[src/rtl/core/deck_rrt_pkg.sv]
// Shared types, constants and elaboration-time functions for the deck/world point mapper.
// Holds the register index codes, the pivot tables and the sine table generator.
// No dependencies.
package deck_rrt_pkg;

  // Configuration register indexes
  localparam logic [2:0] REG_HULL_POS_X   = 3'd0;
  localparam logic [2:0] REG_HULL_POS_Z   = 3'd1;
  localparam logic [2:0] REG_HULL_YAW     = 3'd2;
  localparam logic [2:0] REG_DECK_TILES_X = 3'd3;
  localparam logic [2:0] REG_DECK_TILES_Z = 3'd4;
  localparam logic [2:0] REG_HULL_TYPE    = 3'd5;

  // Fixed field widths
  localparam int POS_W    = 21;
  localparam int YAW_W    = 11;
  localparam int TILES_W  = 7;
  localparam int TYPE_W   = 8;
  localparam int CFG_W    = 21;
  localparam int PT_W     = 22;
  localparam int OUT_W    = 24;
  localparam int TRIG_W   = 18;   // sine values span -65536..65536
  localparam int REC_W    = 15;   // recenter offset spans -64..8704
  localparam int DIFF_W   = 23;   // point minus offset
  localparam int PROD_W   = DIFF_W + TRIG_W;
  localparam int SUM_W    = PROD_W + 1;
  localparam int FRAC_W   = 16;

  // Fine units per 8-tile zone, half a tile per tile of width
  localparam int FINE_PER_TILE  = 128;
  localparam int TILES_PER_ZONE = 8;
  localparam int ZONE_FINE      = TILES_PER_ZONE * (FINE_PER_TILE / 2);

  // Pivot per hull type, types 1..14 tabled
  localparam int PIVOT_W = 11;
  localparam logic signed [PIVOT_W-1:0] PIVOT_X [15] = '{
    11'sd0, -11'sd64, 11'sd0, -11'sd64, 11'sd0, -11'sd64, -11'sd64, -11'sd64,
    -11'sd64, -11'sd64, 11'sd0, 11'sd0, -11'sd64, -11'sd64, -11'sd64
  };
  localparam logic signed [PIVOT_W-1:0] PIVOT_Z [15] = '{
    11'sd0, -11'sd64, -11'sd64, 11'sd0, 11'sd0, 11'sd512, 11'sd512, 11'sd512,
    11'sd512, 11'sd192, -11'sd64, -11'sd64, 11'sd0, 11'sd0, 11'sd0
  };

  // Hull geometry seen by the datapath
  typedef struct packed {
    logic [POS_W-1:0]         hull_pos_x;
    logic [POS_W-1:0]         hull_pos_z;
    logic signed [REC_W-1:0]  rec_x;
    logic signed [REC_W-1:0]  rec_z;
  } deck_geom_t;

  // Sine and cosine of the current yaw
  typedef struct packed {
    logic signed [TRIG_W-1:0] sin_v;
    logic signed [TRIG_W-1:0] cos_v;
  } trig_t;

  // 2*pi in Q60
  localparam longint unsigned TWO_PI_Q60 = 64'h6487ED5110B4611A;

  // (a*b) >> 60, truncated, for operands below 2^61
  function automatic longint unsigned mul_q60(longint unsigned a, longint unsigned b);
    longint unsigned ah, al, bh, bl, mid;
    ah  = a >> 32;
    al  = a & 64'h00000000FFFFFFFF;
    bh  = b >> 32;
    bl  = b & 64'h00000000FFFFFFFF;
    mid = ah * bl + al * bh + ((al * bl) >> 32);
    return ((ah * bh) << 4) + (mid >> 28);
  endfunction

  // Taylor term update: divide by (n+1)*(n+2)
  function automatic longint unsigned div_term(longint unsigned t, int n);
    longint unsigned r;
    case (n)
      1:  r = t / 6;
      3:  r = t / 20;
      5:  r = t / 42;
      7:  r = t / 72;
      9:  r = t / 110;
      11: r = t / 156;
      13: r = t / 210;
      15: r = t / 272;
      17: r = t / 342;
      19: r = t / 420;
      21: r = t / 506;
      23: r = t / 600;
      25: r = t / 702;
      27: r = t / 812;
      29: r = t / 930;
      31: r = t / 1056;
      33: r = t / 1190;
      35: r = t / 1332;
      37: r = t / 1482;
      39: r = t / 1640;
      41: r = t / 1806;
      43: r = t / 1980;
      45: r = t / 2162;
      47: r = t / 2352;
      49: r = t / 2550;
      51: r = t / 2756;
      53: r = t / 2970;
      55: r = t / 3192;
      57: r = t / 3422;
      59: r = t / 3660;
      default: r = 64'd0;
    endcase
    return r;
  endfunction

  // Truncated sin*65536 over the first quarter, circle of 2^lg units
  function automatic int quarter_sine(longint unsigned k, int lg);
    longint unsigned quarter, amask, x, x2, term, sum;
    int n;
    bit sub;
    quarter = 64'd1 << (lg - 2);
    amask   = (64'd1 << lg) - 64'd1;
    sub     = 1'b1;
    n       = 1;
    if (k == 0) return 0;
    if (k >= quarter) return 65536;
    x    = (TWO_PI_Q60 >> lg) * k + (((TWO_PI_Q60 & amask) * k) >> lg);
    x2   = mul_q60(x, x);
    term = x;
    sum  = x;
    while (term != 0 && n < 61) begin
      term = div_term(mul_q60(term, x2), n);
      n    = n + 2;
      if (sub) sum = sum - term;
      else sum = sum + term;
      sub = !sub;
    end
    return int'(sum >> 44);
  endfunction

  // Full-circle sine table entry i, circle of 2^lg units
  function automatic int sine_entry(int i, int lg);
    int half, quarter, k, v;
    half    = 1 << (lg - 1);
    quarter = 1 << (lg - 2);
    k = i & (half - 1);
    if (k > quarter) k = half - k;
    v = quarter_sine(longint'(k), lg);
    return (i >= half) ? -v : v;
  endfunction

endpackage

[src/rtl/core/deck_rrt_cfg.sv]
// Configuration registers and recenter offset logic for the deck/world point mapper.
// Depends on deck_rrt_pkg.
module deck_rrt_cfg (
  input  logic                                 clk,
  input  logic                                 rst_n,
  input  logic                                 cfg_we,
  input  logic [2:0]                           cfg_index,
  input  logic [deck_rrt_pkg::CFG_W-1:0]       cfg_data,
  output logic [deck_rrt_pkg::YAW_W-1:0]       yaw_nxt,
  output deck_rrt_pkg::deck_geom_t             geom
);
  import deck_rrt_pkg::*;

  logic [POS_W-1:0]   hull_pos_x_r, hull_pos_z_r;
  logic [YAW_W-1:0]   hull_yaw_r;
  logic [TILES_W-1:0] deck_tiles_x_r, deck_tiles_z_r;
  logic [TYPE_W-1:0]  hull_type_r;

  logic [4:0]                 zones_x, zones_z;
  logic signed [PIVOT_W-1:0]  pivot_x, pivot_z;

  // Yaw next value feeds the sine table so its output tracks the register
  always_comb begin
    yaw_nxt = hull_yaw_r;
    if (!rst_n) yaw_nxt = '0;
    else if (cfg_we && cfg_index == REG_HULL_YAW) yaw_nxt = cfg_data[YAW_W-1:0];
  end

  // Register writes, out-of-range indexes ignored
  always_ff @(posedge clk) begin
    if (!rst_n) begin
      hull_pos_x_r   <= '0;
      hull_pos_z_r   <= '0;
      hull_yaw_r     <= '0;
      deck_tiles_x_r <= TILES_W'(1);
      deck_tiles_z_r <= TILES_W'(1);
      hull_type_r    <= '0;
    end else begin
      hull_yaw_r <= yaw_nxt;
      if (cfg_we) begin
        case (cfg_index)
          REG_HULL_POS_X:   hull_pos_x_r   <= cfg_data[POS_W-1:0];
          REG_HULL_POS_Z:   hull_pos_z_r   <= cfg_data[POS_W-1:0];
          REG_DECK_TILES_X: deck_tiles_x_r <= cfg_data[TILES_W-1:0];
          REG_DECK_TILES_Z: deck_tiles_z_r <= cfg_data[TILES_W-1:0];
          REG_HULL_TYPE:    hull_type_r    <= cfg_data[TYPE_W-1:0];
          default: ;
        endcase
      end
    end
  end

  // Pivot lookup, unknown types give zero
  always_comb begin
    pivot_x = '0;
    pivot_z = '0;
    if (hull_type_r inside {[8'd1:8'd14]}) begin
      pivot_x = PIVOT_X[hull_type_r[3:0]];
      pivot_z = PIVOT_Z[hull_type_r[3:0]];
    end
  end

  // Recenter offset: zone-rounded half size plus pivot
  assign zones_x = 5'((9'(deck_tiles_x_r) + 9'd7) >> 3);
  assign zones_z = 5'((9'(deck_tiles_z_r) + 9'd7) >> 3);

  assign geom.hull_pos_x = hull_pos_x_r;
  assign geom.hull_pos_z = hull_pos_z_r;
  assign geom.rec_x = REC_W'(signed'({1'b0, zones_x}) * REC_W'(ZONE_FINE))
                      + REC_W'(pivot_x);
  assign geom.rec_z = REC_W'(signed'({1'b0, zones_z}) * REC_W'(ZONE_FINE))
                      + REC_W'(pivot_z);

endmodule

[config.mk]
export PLATFORM = sky130hd
export DESIGN_NAME = deck_rrt_cfg
export DESIGN_NICKNAME = d
export VERILOG_FILES = /design/src/rtl/core/deck_rrt_pkg.sv /design/src/rtl/core/deck_rrt_cfg.sv
export SDC_FILE = /design/constraint.sdc
export NUM_CORES = 1
export LEC_CHECK = 0
export ABC_AREA = 1
export ABC_CLOCK_PERIOD_IN_PS = 8500
export BUFFER_PORTS_ARGS = -buffer_cell sky130_fd_sc_hd__buf_4
export CAP_MARGIN = 15
export CORE_UTILIZATION = 50
export CTS_CLUSTER_DIAMETER = 40
export DETAILED_ROUTE_END_ITERATION = 8
export PLACE_DENSITY = 0.78
export SLEW_MARGIN = 5
export SYNTH_ARGS = -nofsm -noshare
export SYNTH_HDL_FRONTEND = slang
export SYNTH_SLANG_ARGS = --single-unit
export TNS_END_PERCENT = 100
[constraint.sdc]
create_clock -name clk -period 8.5 [get_ports clk]
set_input_delay 1.7 -clock clk [delete_from_list [all_inputs] [get_ports clk]]
set_output_delay 1.7 -clock clk [all_outputs]
set_load 0.05 [all_outputs]
# Word-level counts from Yosys, hierarchy flattened
# Memories as Yosys holds them, arrays and structs flattened.
# Index checks and enable logic that the tools add are counted.
totals:
  inputBits: 27
  ff_bits: 75
  memories: 2
  wordCells: 37
  rom_bits: 352
memory_table:
  columns: ["name", "words", "word_bits", "rd", "rd_ports_with_merged_regs", "write_ports", "line", "rtl"]
  rows:
  - ["(name not given)", 16, 11, 1, 0, 0, "deck_rrt_cfg.sv:59", "pivot_z = PIVOT_Z[hull_type_r[3:0]];"]
  - ["(name not given)", 16, 11, 1, 0, 0, "deck_rrt_cfg.sv:58", "pivot_x = PIVOT_X[hull_type_r[3:0]];"]
classes:
  n_reduce_logical: 8
  bitwise_logic: 1
  eq_ne: 5
  mux: 8
  add_sub_neg: 4
  order_cmp: 3
ops:
  columns: ["op", "count"]
  rows:
  - ["two-way mux 11 bit", 8]
  - ["adder 15 x 11 -> 15 bit", 2]
  - ["adder 7 x 3 -> 8 bit, second input constant", 2]
  - ["AND reduction 2 bit", 5]
  - ["greater-or-equal comparator 8 x 1 -> 1 bit, second input constant", 1]
  - ["<= comparator 8 x 4 -> 1 bit, second input constant", 1]
  - ["equality test 3 x 2 -> 1 bit, second input constant", 2]
  - ["equality test 3 bit, second input constant", 2]
  - ["greater-or-equal comparator 5 bit, second input constant", 1]
  - ["NOT 4 -> 5 bit", 1]
  - ["equality test 3 x 1 -> 1 bit, second input constant", 1]
  - ["zero test 3 bit", 1]
  - ["logical AND 1 bit", 2]

# Depth between registers and ports, before layout
logic_depth:
  ltp_word: 6
  ltp_mapped: 15
  mapped_depth_nobuf: 15

# Least setup slack after synthesis
# Ideal clock, no wire load.
synth_timing:
  kind: "flip-flop to output port"
  startpoint: "reg hull_type_r[1]"
  endpoint: "out geom[28] (netlist bit)"
  n_path_buf: 0
  required_ps: 6800
  arrival_ps: 3648
  slack_ps: 3152
  stages_incl_launch_ff: 13
  cell_sequence: "dfxtp_1 > inv_1 > ha_1 > inv_1 > nor2_1 > nand2_1 > nand3_1 > nor2_1 > ha_1 > inv_1 > fa_1 > o21ai_0 > xor2_1"
synth_lines:
  columns: ["element", "line", "rtl"]
  rows:
  - ["from (decl)", "deck_rrt_cfg.sv:17", "logic [TYPE_W-1:0] hull_type_r;"]
  - ["from (signal assigned)", "deck_rrt_cfg.sv:46", "REG_HULL_TYPE: hull_type_r <= cfg_data[TYPE_W-1:0];"]
  - ["to (decl)", "deck_rrt_cfg.sv:10", "output deck_rrt_pkg::deck_geom_t geom"]

==> results.md <==
- Post-place instance area: 4290 sq um
- Average cell area after synthesis: 7.15 sq um
- Static leakage: 2.17 nW
- Transition at the pin with the smallest max-transition slack: 0.588 ns
- Wire length of the first global-routing pass: 13,900 microns
- CP Data Arrival Time: 3.29 ns
- Number of fill cells in the layout: 630
- Run status: completed
- Number of H-tree levels: 3
- Flip-flop and latch count after synthesis: 75
- Top cells by area in the synthesized netlist: sky130_fd_sc_hd__dfxtp_1, sky130_fd_sc_hd__nor2_1, sky130_fd_sc_hd__o21ai_0
- Class of the worst hold path: reg2reg
- Total congestion overflow after global routing: 0
- Share of synthesized cell area in full adder, half adder and majority cells: 5.56%
- # clock sinks: 75
- Largest voltage drop on the vdd net: 0.126 mV
- DRT antenna net count: 0
- Number of hold violations in the final report: 0
- Period minus WS final: 4.99 ns
- Largest family of logic cells by synthesized area: simple AND/OR/NAND/NOR gates
- Setup crit end kind: primary output
- Synthesis-to-finish area growth: 24.0%
- Antenna violations before repair: 0
- Width of the die: 87.4 microns
- Standard-cell rows: 30
- Number of I/O pins: 110
- Post-synth ARST share: 0%
- Initial standard-cell utilization of the core: 52.8%
- Commonest register cell after synthesis: sky130_fd_sc_hd__dfxtp_1
- Worst setup SP type: flop
- Multiplexer area fraction after synthesis: 0%
- Hold_buf cts: 0
- Total routing resource utilization after global routing: 23.1%
- Pin count of the biggest net entering global routing: 76
- Final antenna diode count: 0
- Total power: 836 uW
- Clock buffers created by TritonCTS: 9
- Max Slew Vio Count: 0
- Sequential fraction of the synthesis area: 41.2%
- Endpoint required time on the critical path: 6.80 ns
- DR iter-0 viols: 176
- GPL Wtd Cong: 0.822
- Clk buf depth: 2
- Final setup vio count: 0
- Synthesized instance count: 510
- Final cell area excluding filler cells: 4520 sq um
- Post-route clock skew: 0 ns
- Area of the core region: 6910 sq um
- Netlist Area Pre-Place: 3640 sq um
- Library cell with the largest summed area after synthesis: sky130_fd_sc_hd__dfxtp_1
- CTS Root Buffer Type: sky130_fd_sc_hd__clkbuf_8
- Most common library cells after synthesis: sky130_fd_sc_hd__nor2_1, sky130_fd_sc_hd__dfxtp_1, sky130_fd_sc_hd__o21ai_0
- Setup Fix Bufs, Post-CTS: 0
- Power Dens Cells: 185 nW/um^2
- Clock slew seen by the registers of the worst setup and hold paths: 0.07 ns
- Worst skew pair latency: 0.33 ns
- Most instantiated library cell after synthesis: sky130_fd_sc_hd__nor2_1
- Number of flops mapped to enable cells by yosys: 0
- Area fraction in and, or, nand and nor cells after synthesis: 24.8%
- Aggregate negative setup slack: 0 ns
- Setup slack, reg-to-reg: 7.75 ns
- Post-synthesis compound-gate area fraction: 14.4%
- Die height: 87.4 microns
- HPWL after detailed placement: 6000 microns
- DRC viols: 0
- Average vias per placed instance: 4.84
- Final non-filler cell total: 693
- Xor and xnor fraction of the mapped netlist area: 2.40%
- Layout cell share with drive strength beyond 1: 20.6%
- Worst slew margin: 60.6%
- Die Outline Area: 7640 sq um
- Largest fanout on the critical path: 9
- Number of placed instances, taps included: 678
- WL final: 8240 microns
- Clock tree from TritonCTS: done
- Iteration count of the initial detailed-routing pass: 4
- CP Class: reg2out
- Average routed wire per standard cell: 11.9 microns
- Count of nets after finishing: 635
- I/O Buffers: 97
- Post-synth cell types: 28
- DR vias: 3,357
- Setup repair after global routing missed its margin: false
- Yosys warning total: 0
- Area share of the largest cell type after synthesis: 41.2%
- Maximum achievable frequency: 201 MHz
- Max-cap violation count: 0
- Vias in the first global route: 3,103
- Period utilisation layout: 58.7%
- Count of cells resized by post-cts repair: 0
[where the power goes]
part           internal, mW  switching [mW]  total [mW]
registers             0.364         0.00670       0.370
clock network         0.180           0.123       0.303
logic                0.0468           0.116       0.163
total                 0.590           0.246       0.836
[layout by cell type (no fill, tap or decap)]
cell / count
sky130_fd_sc_hd__nor2_1: 139
sky130_fd_sc_hd__buf_4: 97
sky130_fd_sc_hd__dfxtp_1: 75
sky130_fd_sc_hd__o21ai_0: 52
sky130_fd_sc_hd__nand2_1: 50
sky130_fd_sc_hd__inv_1: 44
sky130_fd_sc_hd__a21oi_1: 26
sky130_fd_sc_hd__o21ai_1: 24
sky130_fd_sc_hd__nand3_1: 18
sky130_fd_sc_hd__ha_1: 13
sky130_fd_sc_hd__conb_1: 12
sky130_fd_sc_hd__clkbuf_8: 11
sky130_fd_sc_hd__xor2_1: 6
sky130_fd_sc_hd__nand4_1: 4
sky130_fd_sc_hd__xnor2_1: 4
sky130_fd_sc_hd__inv_2: 4
sky130_fd_sc_hd__nor3_1: 3
sky130_fd_sc_hd__nor2_4: 2
sky130_fd_sc_hd__nand2_2: 2
sky130_fd_sc_hd__fa_1: 2
sky130_fd_sc_hd__bufinv_16: 2
sky130_fd_sc_hd__or2_2: 1
sky130_fd_sc_hd__o21bai_1: 1
sky130_fd_sc_hd__nand3_2: 1
sky130_fd_sc_hd__nand2_4: 1
sky130_fd_sc_hd__o211ai_1: 1
sky130_fd_sc_hd__clkinv_2: 1
sky130_fd_sc_hd__clkinv_4: 1
[path summary, 6_finish.rpt]
kind / from / to / cells after the start
setup / recovery: hull_type_r[1] / geom[28] / 13
setup reg to reg: hull_type_r[3] / hull_type_r[3] / 2
hold reg to reg: deck_tiles_x_r[0] / deck_tiles_x_r[0] / 2
hold / removal: deck_tiles_x_r[0] / deck_tiles_x_r[0] / 2
[sequential cells by signal (all words and copies together), names as in the netlist]
register        count
deck_tiles_z_r      7
deck_tiles_x_r      7
hull_type_r         8
hull_yaw_r         11
hull_pos_z_r       21
hull_pos_x_r       21
[area by class of cell]
type | count | area [sq um] | area share [%]
Timing Repair Buffer | 97 | 728 | 16.1
Multi-Input combinational cell | 362 | 1760 | 39.0
Inverter | 48 | 180 | 3.99
Tap cell | 96 | 120 | 2.66
Sequential cell | 75 | 1500 | 33.2
Clock inverter | 4 | 73.8 | 1.63
Clock buffer | 11 | 151 | 3.35
[critical path: stages, from the launching register on]
cell and delay, ns:
sky130_fd_sc_hd__dfxtp_1 0.38, sky130_fd_sc_hd__inv_1 0.13, sky130_fd_sc_hd__ha_1 0.21, sky130_fd_sc_hd__inv_1 0.08, sky130_fd_sc_hd__nor2_1 0.04, sky130_fd_sc_hd__nand2_1 0.10
sky130_fd_sc_hd__nand3_1 0.15, sky130_fd_sc_hd__nor2_1 0.49, sky130_fd_sc_hd__ha_1 0.27, sky130_fd_sc_hd__inv_1 0.08, sky130_fd_sc_hd__fa_1 0.41, sky130_fd_sc_hd__o21ai_0 0.22
sky130_fd_sc_hd__xor2_1 0.17, sky130_fd_sc_hd__buf_4 0.21
[logic make-up (layout without fill, tap and decap cells)]
family                   after synthesis  in the layout
AO/OA/AOI/OAI                        104            104
other                                  1             12
buffers and inverters                 84            160
flip-flops                            75             75
XOR/XNOR                              10             10
AND/OR/NAND/NOR                      221            221
adder cells (fa/ha/maj)               15             15
[layer usage]
layer | wire, microns | vias up | track usage (%)
li1 | - | 1763 | -
met3 | 508 | 9 | 7.49
met5 | 0 | - | 0
met1 | 3590 | 1498 | 27.4
met4 | 115 | 0 | 6.41
met2 | 4030 | 87 | 39.9
[stage by stage]
stage / hold WS [ns] / worst slack [ns] / utilization [%]
4_1_cts: 0.468 / 3.45 / 65.4
2_1_floorplan: 0.429 / 3.15 / -
3_5_place_dp: 0.451 / 3.76 / 62.2
6_report: 0.465 / 3.51 / 65.4
5_1_grt: 0.499 / 3.18 / 65.4
3_3_place_gp: 0.445 / 3.80 / 62.2
Power figures use the tool's default switching activity.
